==> src/hdl/mavg_pkg.sv <==
// ----------------------------------------------------------------------------
// mavg_pkg
// Shared constants and controller/datapath interface types for the boxcar
// moving average filter.
// ----------------------------------------------------------------------------
`default_nettype none

package mavg_pkg;

  // fixed field widths and defaults
  localparam int unsigned CFG_W           = 7;
  localparam int unsigned WINDOW_MAX_DEF  = 64;
  localparam int unsigned SAMPLE_BITS_DEF = 16;
  localparam logic [CFG_W-1:0] WIN_RESET  = 7'd8;

  // controller to datapath
  typedef struct packed {
    logic capture;   // take sample, decide eviction, start ring read
    logic update;    // update sum, count, slot and write ring
    logic div_load;  // load divider with |sum|, held count as divisor
    logic div_step;  // one restoring division step
    logic out_load;  // load output register
  } cmd_t;

  // datapath to controller
  typedef struct packed {
    logic div_last;  // current step is the final one
  } sts_t;

endpackage

`default_nettype wire

==> src/hdl/mavg_ram.sv <==
// ----------------------------------------------------------------------------
// mavg_ram
// Generic single write, single read RAM with registered read data.
// ----------------------------------------------------------------------------
`default_nettype none

module mavg_ram #(
  parameter int unsigned WIDTH = 16,
  parameter int unsigned DEPTH = 64
) (
  input  wire logic                                       clk_i,
  input  wire logic                                       we_i,
  input  wire logic [((DEPTH > 1) ? $clog2(DEPTH) : 1)-1:0] waddr_i,
  input  wire logic [WIDTH-1:0]                           wdata_i,
  input  wire logic                                       re_i,
  input  wire logic [((DEPTH > 1) ? $clog2(DEPTH) : 1)-1:0] raddr_i,
  output logic      [WIDTH-1:0]                           rdata_o
);

  logic [WIDTH-1:0] mem_q [DEPTH];
  logic [WIDTH-1:0] rdata_q;

  always_ff @(posedge clk_i) begin
    if (we_i) begin
      mem_q[waddr_i] <= wdata_i;
    end
    if (re_i) begin
      rdata_q <= mem_q[raddr_i];
    end
  end

  assign rdata_o = rdata_q;

endmodule

`default_nettype wire

==> src/hdl/mavg_ctrl.sv <==
// ----------------------------------------------------------------------------
// mavg_ctrl
// Sequencer for one sample: capture, update, divider load, division steps,
// hand-off to the output register.
// ----------------------------------------------------------------------------
`default_nettype none

module mavg_ctrl
  import mavg_pkg::*;
(
  input  wire logic clk_i,
  input  wire logic rst_ni,
  input  wire logic in_valid_i,
  output logic      in_ready_o,
  output logic      out_valid_o,
  input  wire logic out_ready_i,
  input  wire sts_t sts_i,
  output cmd_t      cmd_o
);

  localparam logic [2:0] ST_IDLE = 3'd0;
  localparam logic [2:0] ST_UPD  = 3'd1;
  localparam logic [2:0] ST_LOAD = 3'd2;
  localparam logic [2:0] ST_DIV  = 3'd3;
  localparam logic [2:0] ST_FIN  = 3'd4;

  logic [2:0] state_q, state_d;
  logic       out_valid_q, out_valid_d;
  logic       out_free;

  assign out_free = !out_valid_q || out_ready_i;

  always_comb begin
    state_d = state_q;
    cmd_o   = '0;
    case (state_q)
      ST_IDLE: begin
        if (in_valid_i) begin
          cmd_o.capture = 1'b1;
          state_d       = ST_UPD;
        end
      end
      ST_UPD: begin
        cmd_o.update = 1'b1;
        state_d      = ST_LOAD;
      end
      ST_LOAD: begin
        cmd_o.div_load = 1'b1;
        state_d        = ST_DIV;
      end
      ST_DIV: begin
        cmd_o.div_step = 1'b1;
        if (sts_i.div_last) begin
          state_d = ST_FIN;
        end
      end
      ST_FIN: begin
        if (out_free) begin
          cmd_o.out_load = 1'b1;
          state_d        = ST_IDLE;
        end
      end
      default: begin
        state_d = ST_IDLE;
      end
    endcase
  end

  always_comb begin
    out_valid_d = out_valid_q;
    if (cmd_o.out_load) begin
      out_valid_d = 1'b1;
    end else if (out_ready_i) begin
      out_valid_d = 1'b0;
    end
  end

  always_ff @(posedge clk_i or negedge rst_ni) begin
    if (!rst_ni) begin
      state_q     <= ST_IDLE;
      out_valid_q <= 1'b0;
    end else begin
      state_q     <= state_d;
      out_valid_q <= out_valid_d;
    end
  end

  assign in_ready_o  = (state_q == ST_IDLE);
  assign out_valid_o = out_valid_q;

endmodule

`default_nettype wire

==> src/hdl/mavg_dp.sv <==
// ----------------------------------------------------------------------------
// mavg_dp
// Datapath: sample ring, running sum, held count, write slot, restoring
// divider and output register.
// ----------------------------------------------------------------------------
`default_nettype none

module mavg_dp
  import mavg_pkg::*;
#(
  parameter int unsigned WINDOW_MAX  = WINDOW_MAX_DEF,
  parameter int unsigned SAMPLE_BITS = SAMPLE_BITS_DEF,
  parameter int unsigned HELD_W      = $clog2(WINDOW_MAX + 1)
) (
  input  wire logic                   clk_i,
  input  wire logic                   rst_ni,
  input  wire cmd_t                   cmd_i,
  output sts_t                        sts_o,
  input  wire logic [CFG_W-1:0]       win_len_i,
  input  wire logic [SAMPLE_BITS-1:0] sample_i,
  output logic      [SAMPLE_BITS-1:0] average_o,
  output logic      [HELD_W-1:0]      held_o
);

  localparam int unsigned SLOT_W = (WINDOW_MAX > 1) ? $clog2(WINDOW_MAX) : 1;
  localparam int unsigned SUM_W  = SAMPLE_BITS + $clog2(WINDOW_MAX);
  localparam int unsigned CMP_W  = (HELD_W > CFG_W) ? HELD_W : CFG_W;
  localparam int unsigned CNT_W  = $clog2(SUM_W);

  logic [SAMPLE_BITS-1:0] sample_q;
  logic                   evict_q;
  logic [SUM_W-1:0]       sum_q, sum_d;
  logic [HELD_W-1:0]      held_q, held_d;
  logic [SLOT_W-1:0]      slot_q, slot_d;
  logic [HELD_W-1:0]      rem_q;
  logic [SUM_W-1:0]       quo_q;
  logic                   neg_q;
  logic [CNT_W-1:0]       cnt_q;
  logic [SAMPLE_BITS-1:0] avg_q;
  logic [HELD_W-1:0]      held_out_q;

  logic [CMP_W-1:0]       win_ext, win_eff;
  logic [HELD_W-1:0]      h_mod, slot_ext, oldest_ext, held_dec;
  logic [SLOT_W-1:0]      oldest;
  logic                   evict;
  logic [SAMPLE_BITS-1:0] ring_rdata;
  logic [SUM_W-1:0]       old_ext, new_ext;
  logic [HELD_W:0]        rem_sh, rem_sub;
  logic                   ge;
  logic [SUM_W-1:0]       quo_signed;

  // clamp window length to 1 .. WINDOW_MAX
  always_comb begin
    win_ext = CMP_W'(win_len_i);
    if (win_ext == '0) begin
      win_eff = CMP_W'(1);
    end else if (win_ext > CMP_W'(WINDOW_MAX)) begin
      win_eff = CMP_W'(WINDOW_MAX);
    end else begin
      win_eff = win_ext;
    end
  end

  assign evict = (CMP_W'(held_q) >= win_eff) && (held_q != '0);

  // oldest slot is write slot minus held count, modulo the ring depth
  assign h_mod    = (held_q == HELD_W'(WINDOW_MAX)) ? '0 : held_q;
  assign slot_ext = HELD_W'(slot_q);
  always_comb begin
    if (slot_ext >= h_mod) begin
      oldest_ext = slot_ext - h_mod;
    end else begin
      oldest_ext = slot_ext + HELD_W'(WINDOW_MAX) - h_mod;
    end
  end
  assign oldest = oldest_ext[SLOT_W-1:0];

  mavg_ram #(
    .WIDTH (SAMPLE_BITS),
    .DEPTH (WINDOW_MAX)
  ) u_ring (
    .clk_i   (clk_i),
    .we_i    (cmd_i.update),
    .waddr_i (slot_q),
    .wdata_i (sample_q),
    .re_i    (cmd_i.capture),
    .raddr_i (oldest),
    .rdata_o (ring_rdata)
  );

  // window update
  assign old_ext  = evict_q ? SUM_W'($signed(ring_rdata)) : '0;
  assign new_ext  = SUM_W'($signed(sample_q));
  assign held_dec = evict_q ? (held_q - HELD_W'(1)) : held_q;

  always_comb begin
    sum_d  = sum_q;
    held_d = held_q;
    slot_d = slot_q;
    if (cmd_i.update) begin
      sum_d  = sum_q - old_ext + new_ext;
      held_d = (held_dec < HELD_W'(WINDOW_MAX)) ? (held_dec + HELD_W'(1)) : held_dec;
      slot_d = (slot_q == SLOT_W'(WINDOW_MAX - 1)) ? '0 : (slot_q + SLOT_W'(1));
    end
  end

  always_ff @(posedge clk_i or negedge rst_ni) begin
    if (!rst_ni) begin
      sum_q  <= '0;
      held_q <= '0;
      slot_q <= '0;
    end else begin
      sum_q  <= sum_d;
      held_q <= held_d;
      slot_q <= slot_d;
    end
  end

  // restoring division of |sum| by held count, one quotient bit per step
  assign rem_sh  = {rem_q, quo_q[SUM_W-1]};
  assign ge      = (rem_sh >= {1'b0, held_q});
  assign rem_sub = rem_sh - {1'b0, held_q};

  assign quo_signed = neg_q ? (~quo_q + SUM_W'(1)) : quo_q;

  always_ff @(posedge clk_i) begin
    if (cmd_i.capture) begin
      sample_q <= sample_i;
      evict_q  <= evict;
    end
    if (cmd_i.div_load) begin
      neg_q <= sum_q[SUM_W-1];
      quo_q <= sum_q[SUM_W-1] ? (~sum_q + SUM_W'(1)) : sum_q;
      rem_q <= '0;
      cnt_q <= CNT_W'(SUM_W - 1);
    end else if (cmd_i.div_step) begin
      rem_q <= ge ? rem_sub[HELD_W-1:0] : rem_sh[HELD_W-1:0];
      quo_q <= {quo_q[SUM_W-2:0], ge};
      cnt_q <= cnt_q - CNT_W'(1);
    end
    if (cmd_i.out_load) begin
      avg_q      <= quo_signed[SAMPLE_BITS-1:0];
      held_out_q <= held_q;
    end
  end

  assign sts_o.div_last = (cnt_q == '0);
  assign average_o      = avg_q;
  assign held_o         = held_out_q;

endmodule

`default_nettype wire

==> src/hdl/moving_average_filter_core.sv <==
// ----------------------------------------------------------------------------
// moving_average_filter_core
// Boxcar moving average: ring of recent samples, running sum and count,
// mean truncated toward zero through a bit-serial divider.
// ----------------------------------------------------------------------------
//
// channel  direction  handshake               payload
// s_axis   in         tvalid/tready           tdata: sample
// m_axis   out        tvalid/tready           tdata: average, samples_held
// cfg      in         cfg_valid/cfg_ready     cfg_data: window_length
//
// an accepted sample goes through the update and divider load states, then
// the restoring divider, one quotient bit per cycle over the running sum
// width, and its mean is loaded into the output register once that is free
// the next sample can be taken once the result sits in the output register;
// no new sample is accepted while one is still in progress
// reset clears sum, count, write slot and handshake state; window length
// returns to 8, ring contents are left as they are
// a stalled output holds its transaction and the finished item waits in the
// controller until the output register frees up
// ----------------------------------------------------------------------------
`default_nettype none

module moving_average_filter_core
  import mavg_pkg::*;
#(
  parameter int unsigned WINDOW_MAX  = WINDOW_MAX_DEF,
  parameter int unsigned SAMPLE_BITS = SAMPLE_BITS_DEF,
  parameter int unsigned HELD_W      = $clog2(WINDOW_MAX + 1),
  parameter int unsigned IN_W        = ((SAMPLE_BITS + 7) / 8) * 8,
  parameter int unsigned OUT_W       = ((SAMPLE_BITS + HELD_W + 7) / 8) * 8
) (
  input  wire logic             clk_i,
  input  wire logic             rst_ni,
  // input sample stream
  input  wire logic             s_axis_tvalid_i,
  output logic                  s_axis_tready_o,
  input  wire logic [IN_W-1:0]  s_axis_tdata_i,   // sample
  // result stream
  output logic                  m_axis_tvalid_o,
  input  wire logic             m_axis_tready_i,
  output logic      [OUT_W-1:0] m_axis_tdata_o,   // average, samples_held, zero pad
  // window length register
  input  wire logic             cfg_valid_i,
  output logic                  cfg_ready_o,
  input  wire logic [CFG_W-1:0] cfg_data_i        // window_length
);

  cmd_t                   cmd;
  sts_t                   sts;
  logic [CFG_W-1:0]       win_len_q, win_len_d;
  logic [SAMPLE_BITS-1:0] average;
  logic [HELD_W-1:0]      held;

  // window length register, always writable
  assign cfg_ready_o = 1'b1;
  assign win_len_d   = (cfg_valid_i && cfg_ready_o) ? cfg_data_i : win_len_q;

  always_ff @(posedge clk_i or negedge rst_ni) begin
    if (!rst_ni) begin
      win_len_q <= WIN_RESET;
    end else begin
      win_len_q <= win_len_d;
    end
  end

  // sequencer
  mavg_ctrl u_ctrl (
    .clk_i       (clk_i),
    .rst_ni      (rst_ni),
    .in_valid_i  (s_axis_tvalid_i),
    .in_ready_o  (s_axis_tready_o),
    .out_valid_o (m_axis_tvalid_o),
    .out_ready_i (m_axis_tready_i),
    .sts_i       (sts),
    .cmd_o       (cmd)
  );

  // ring, sum, count and divider
  mavg_dp #(
    .WINDOW_MAX  (WINDOW_MAX),
    .SAMPLE_BITS (SAMPLE_BITS),
    .HELD_W      (HELD_W)
  ) u_dp (
    .clk_i     (clk_i),
    .rst_ni    (rst_ni),
    .cmd_i     (cmd),
    .sts_o     (sts),
    .win_len_i (win_len_q),
    .sample_i  (s_axis_tdata_i[SAMPLE_BITS-1:0]),
    .average_o (average),
    .held_o    (held)
  );

  // average in the low bits, then the held count, zero padded to bytes
  assign m_axis_tdata_o = OUT_W'({held, average});

  // a result always reports at least one and at most WINDOW_MAX samples
  a_held_range : assert property (@(posedge clk_i) disable iff (!rst_ni)
    m_axis_tvalid_o |-> (held != '0) && (held <= HELD_W'(WINDOW_MAX)))
    else $error("samples_held out of range");

  // no sample is taken while the divider is running
  a_busy_div : assert property (@(posedge clk_i) disable iff (!rst_ni)
    cmd.div_step |-> !s_axis_tready_o)
    else $error("input ready during division");

  // an accepted sample never reaches the output register in the next cycle
  a_min_latency : assert property (@(posedge clk_i) disable iff (!rst_ni)
    (s_axis_tvalid_i && s_axis_tready_o) |=> !cmd.out_load && !cmd.div_step)
    else $error("result loaded too early");

endmodule

`default_nettype wire

==> config.mk <==
export PLATFORM = sky130hd
export DESIGN_NAME = moving_average_filter_core
export DESIGN_NICKNAME = d
export VERILOG_FILES = /design/src/hdl/mavg_pkg.sv /design/src/hdl/mavg_ram.sv /design/src/hdl/mavg_ctrl.sv /design/src/hdl/mavg_dp.sv /design/src/hdl/moving_average_filter_core.sv
export SDC_FILE = /design/constraint.sdc
export NUM_CORES = 1
export LEC_CHECK = 0
export BUFFER_PORTS_ARGS = -buffer_cell sky130_fd_sc_hd__clkbuf_2
export CORE_UTILIZATION = 68
export DETAILED_ROUTE_END_ITERATION = 16
export GPL_TIMING_DRIVEN = 0
export PLACE_DENSITY_LB_ADDON = 0.12
export SYNTH_ARGS = -nofsm -noshare
export SYNTH_HDL_FRONTEND = slang
export SYNTH_SLANG_ARGS = --single-unit
==> constraint.sdc <==
create_clock -name clk_i -period 8.8 [get_ports clk_i]
set_clock_uncertainty 0.15 [all_clocks]
set_input_delay 0.44 -clock clk_i [delete_from_list [all_inputs] [get_ports clk_i]]
set_output_delay 0.44 -clock clk_i [all_outputs]
set_load 0.05 [all_outputs]
# After elaboration in Yosys (flattened, before gate mapping)

Memory sizes are Yosys's and may differ from the RTL's. A register that Yosys moved wholly into a read port is not among the register bits.
Index checks and enable logic that the tools add are counted.

Add/sub/neg operators: 12
Multipliers: 0
Divide/modulo/power cells: 0
Magnitude comparators: 5
Eq/ne operators: 9
Shift-type cells: 0
Multiplexer cells: 28
Bitwise operators: 2
Reduce and logical (&&, ||, !) cells: 10

Operators with widths:

| cell                  | number |
|---|---|
| $mux 22               | 4 |
| $mux 7                | 6 |
| $add 22x1->22 const B | 1 |
| $add 22x22->22        | 1 |
| $not 22->22           | 1 |
| $sub 22x22->22        | 1 |
| $add 16x1->16 const B | 1 |
| $mux 16               | 1 |
| $not 16->16           | 1 |
| $pmux 3 s5            | 1 |
| $add 6x1->6 const B   | 2 |
| $mux 6                | 2 |
| $sub 6x6->6           | 2 |
| $mux 1                | 11 |
| $mux 3                | 3 |
| $ge 8x7->1            | 1 |
| $add 7x1->7 const B   | 1 |
| $eq 7x7->1 const B    | 1 |
| $ge 6x7->1            | 1 |
| $ge 7x7->1            | 1 |
| $gt 7x7->1 const B    | 1 |
| $logic_not 7->1       | 1 |
| $lt 7x7->1 const B    | 1 |
| $reduce_bool 7->1     | 1 |
| other kinds (16)      | 19 |

Bits in registers: 121
Latch bits: 0
Memory bits (writable): 1024
Bits in read-only memories: 0
Input port bits: 28
Output and inout port bits: 27
Memories kept: 1

Memory list:

| memory            | depth | width | rd ports | clocked after Yosys merged registers in | write ports | line           | RTL |
|---|---|---|---|---|---|---|---|
| u_dp.u_ring.mem_q | 64    | 16    | 1        | 1                                       | 1           | mavg_ram.sv:20 | `logic [WIDTH-1:0] mem_q [DEPTH];` |

# Depth between registers and ports, before layout

Depth in word-level cells: 5
Mapped depth: 17
Gate-level depth less buffers: 14

# Cells and area by module

Synthesis repeated with hierarchy kept, for this count alone.

Cells, all modules: 2647
Area total of the unflattened synthesis: 48207.5 µm²

Modules (own cells, without submodules):

| module                     | instances | cells each | area each (µm²) | sequential area each (µm²) |
|---|---|---|---|---|
| mavg_ram                   | 1         | 1829       | 40202.3         | 31230.0 |
| mavg_dp                    | 1         | 775        | 7462.2          | 3007.9 |
| moving_average_filter_core | 1         | 19         | 315.3           | 176.4 |
| mavg_ctrl                  | 1         | 24         | 227.7           | 100.1 |

# Least setup slack after synthesis

Ideal clock, no wire load.

Kind: register to register
From: register u_dp.held_q[1]
To: register u_dp.u_ring.rdata_q[10], in the netlist u_dp.u_ring.rdata_o[10], read port of u_dp.u_ring.mem_q, data pin
Setup time: 0.259 ns
Arrival: 3.405 ns
Required time: 8.391 ns
Slack: 4.986 ns
Cell stages (with the launch flop): 14
Buffers on the path: 2
Path through: dfrtp_1 -> inv_1 -> ha_1 -> nor3b_4 -> nand3_1 -> nand2_1 -> fa_1 -> xor2_1 -> clkbuf_1 -> clkbuf_1 -> mux4_2 -> mux2i_1 -> o22ai_1 -> o31a_1

Longest elaborated chain between the ends: 4
Elaborated cells between the ends (all ways): 6
Those cells by class: add/sub: 2; order compare: 1; eq/ne: 1; mux: 2

Ends and longest elaborated chain:

| item                                | line           | RTL |
|---|---|---|
| start: declaration                  | mavg_dp.sv:33  | `logic [HELD_W-1:0] held_q, held_d;` |
| start signal: assignment            | mavg_dp.sv:114 | `held_q <= held_d;` |
| $eq 7x7->1                          | mavg_dp.sv:67  | `assign h_mod = (held_q == HELD_W'(WINDOW_MAX)) ? '0 : held_q;` |
| $mux 7 *                            | mavg_dp.sv:67  |  |
| $sub 6x6->6 (tied with other cells) | mavg_dp.sv:73  | `oldest_ext = slot_ext + HELD_W'(WINDOW_MAX) - h_mod;` |
| $mux 6 *                            | mavg_dp.sv:70  | `if (slot_ext >= h_mod) begin` |
| end: declaration                    | mavg_ram.sv:21 | `logic [WIDTH-1:0] rdata_q;` |

Every way passes the cells marked *; elsewhere a longest branch is shown, timed or not.
A chain may end at the register's enable or synchronous reset.

# Worst setup path in the final report

From: register u_dp.held_q[1]
To: register u_dp.u_ring.rdata_q[14], in the netlist u_dp.u_ring.rdata_o[14], read port of u_dp.u_ring.mem_q, data pin

Same word-level chain as after synthesis.

==> summary.txt <==
Via density - 6.81
Initial antenna violation count - 1
Post-synth EDFFs - 1103
Syn_nets - 2982
Fin crit share - 73.1%
Post-synthesis cell count - 2884
CTS tree - built
CP arrival - 6.67 ns
GPL Wtd Cong - 0.964
# rows - 96
Crit. End Element - flop
All-Layer GR Usage - 37.4%
Worst-Margin Slew - 1.44 ns
Clk sink count - 1161
CTS buffer count - 110
Number of nets in the layout - 3249
Crit path largest cell delay - 1.11 ns
Maximum clock path buffer count - 3
# port buffers - 51
H-tree depth - 3
Yosys top cell area share - 69.2%
Ports - 55
DRC - 0
Core area - 69100 µm²
Antenna Nets Post-Route - 0
DR vias - 28357
Slew Viols, Final - 0
Ys flop type - edfxtp_1
R2R Path Start - u_dp.held_q[1]
Reg2reg setup slack - 2.37 ns
Minimum clock period - 6.43 ns
Syn_area_per_cell - 16.6 µm²
Vias in the first global route - 28179
Worst skew pair latency - 0.67 ns
Area contributors post-synth - edfxtp_1 (69%), mux4_2 (8.7%), nand2_1 (2.9%), dfrtp_1 (2.4%), mux2i_1 (1.5%)
Die X - 267 µm
GRT overflow - 0
WP buf/inv - 3
Sequential share of the synthesized area - 72.1%
Outcome - finished clean
Clock-pin slew on the worst setup and hold paths - 0.06 ns
Post-CTS Setup Bufs - 0
Dpl hpwl - 85.2 mm
Unrepaired setup endpoints after global routing - no
Stages on the worst setup path - 13
Die Y - 267 µm
Async SR Flop Fraction - 3.96%
Fin. Hold Viols - 0
Critical Path Start - u_dp.held_q[1]
Top Family by Delay on Critical Path - buffers and inverters
Initial core utilization - 69.3%
Max-cap violations - 0
Share of layout cells above drive strength 1 - 18.1%
Mapped Area - 47800 µm²
Most common cell in the netlist - edfxtp_1
Worst R2R End - u_dp.u_ring.rdata_o[14]
Leading area contributor after synthesis - edfxtp_1
Slowest cell on crit path - xor2_1
Worst R2R Path Depth - 13
Largest net degree at the start of global routing - 47
Post-synth top cells - edfxtp_1 (1103), nand2_1 (370), mux4_2 (185), nor2_1 (109), nand3_1 (108)
Required time worst endpoint - 9.04 ns
Synth warn - 0
Worst-path cell chain - inv_1, ha_1, nor3b_4, nand3_1, nand2_1, fa_1, xor2_1, clkbuf_1, clkbuf_1, mux4_2, mux2i_1, o22ai_1, o31a_1
Min-Delay Path Class - in -> reg
Slew margin rel. - 3.02%
#FFs+latches synth - 1161
Area delta synth->final - 14.1%
CTS root buffer - clkbuf_16
CP endpoint - u_dp.u_ring.rdata_o[14]
Hold slack - 0.0312 ns
Final WL - 130 mm
Most used cell, CP - clkbuf_1
Die area - 71400 µm²
Routed WL per cell - 31.2 µm
First-pass GRT wire length - 187 mm
Iteration-0 DRC count of the detailed router - 3539
CP Class - reg -> reg
Hold-fix buffer count after cts - 25
Crit start category - flop
Min-delay src - s_axis_tvalid_i
CP Max Fanout - 10
Fin Setup TNS - 0 ns
FMAX - 156 MHz
Synth unique cells - 67
TritonRoute pass-1 iters - 6
Post-CTS Resized - 0
Setup violators final - 0
-- kinds of logic (layout without fill, tap and decap cells) --
group | Yosys count | count (layout) | synth area share (%)
mux | 270 | 270 | 10.5
simple gates | 731 | 731 | 6.86
xor+xnor | 75 | 75 | 1.37
other cells | 2 | 4 | 0.0157
fa+ha+maj | 70 | 70 | 2.19
buf+inv | 244 | 592 | 2.30
compound gates | 331 | 331 | 4.58
flops | 1161 | 1161 | 72.1
-- how the worst min path moves through the flow --
stage | endpoint | slack [ns] | depth (start not counted)
finish | u_ctrl.state_q[0] | 0.03 | 4
global route | u_ctrl.state_q[0] | 0.06 | 4
CTS | u_ctrl.state_q[0] | 0.006 | 4
detailed placement | u_dp.cnt_q[4] | 0.32 | 1
floorplan | u_ctrl.out_valid_o | -0.006 | 0
global placement | u_dp.rem_q[6] | 0.29 | 2
-- routing by layer --
layer	global-route usage, %	share of wire [%]	vias to the layer above
met5	0	0.015	-
met3	8.02	11	351
met1	49.5	35	14157
met4	17.7	4.9	2
li1	-	-	11709
met2	60.1	48	2138
-- flip-flops by register name, indices dropped and copies added (netlist names) --
name                 cells
win_len_q                7
u_dp.held_q              7
u_dp.cnt_q               5
u_dp.evict_q             1
u_dp.sample_q           16
u_dp.quo_q              22
u_dp.held_o              7
u_dp.u_ring.rdata_o     16
u_dp.neg_q               1
u_dp.slot_q              6
u_dp.u_ring.mem_q     1024
u_ctrl.out_valid_o       1
u_dp.rem_q               7
u_dp.average_o          16
u_ctrl.state_q           3
u_dp.sum_q              22
-- layout by cell type (no fill, tap or decap), types with 62 or more instances in the layout --
master	instances
edfxtp_1	1103
nand2_1	370
mux4_2	185
clkbuf_1	117
clkbuf_16	111
nand3_1	108
inv_1	102
o21ai_0	74
mux2i_1	70
nor2_2	62
-- cell type report --
class | count | area, µm²
Clock inverter | 50 | 408
Tap cell | 931 | 1160
Timing Repair Buffer | 155 | 2130
Fill cell | 3617 | 14500
Sequential cell | 1161 | 34500
Multi-Input combinational cell | 1479 | 12400
Antenna cell | 2 | 5.00
Clock buffer | 143 | 2900
Buffer | 141 | 716
Inverter | 103 | 387
-- stage by stage --
step / setup slack (ns) / cells / util (%) / area [µm²]
floorplan: 4.99 / 2884 / - / 47800
global placement: 2.83 / 3866 / 71.3 / 49300
detailed placement: 2.75 / 3944 / 73.8 / 51000
CTS: 2.67 / 4162 / 79.0 / 54600
global route: 2.58 / 4163 / 79.0 / 54600
finish: 2.37 / 4165 / 79.1 / 54600
-- worst reg2reg max path: cells and delay by family (launching register included) --
kind	cells	cell delay, ns
AND/OR/NAND/NOR	3	0.39
adder cells (fa/ha/maj)	2	0.72
XOR/XNOR	1	1.11
multiplexers	2	0.84
AO/OA/AOI/OAI	2	0.68
buffers and inverters	3	1.70
flip-flops	1	0.56
Power is left out: the tool's default activity adds up to more than one toggle a clock period on the data nets, which glitch-free logic cannot reach.
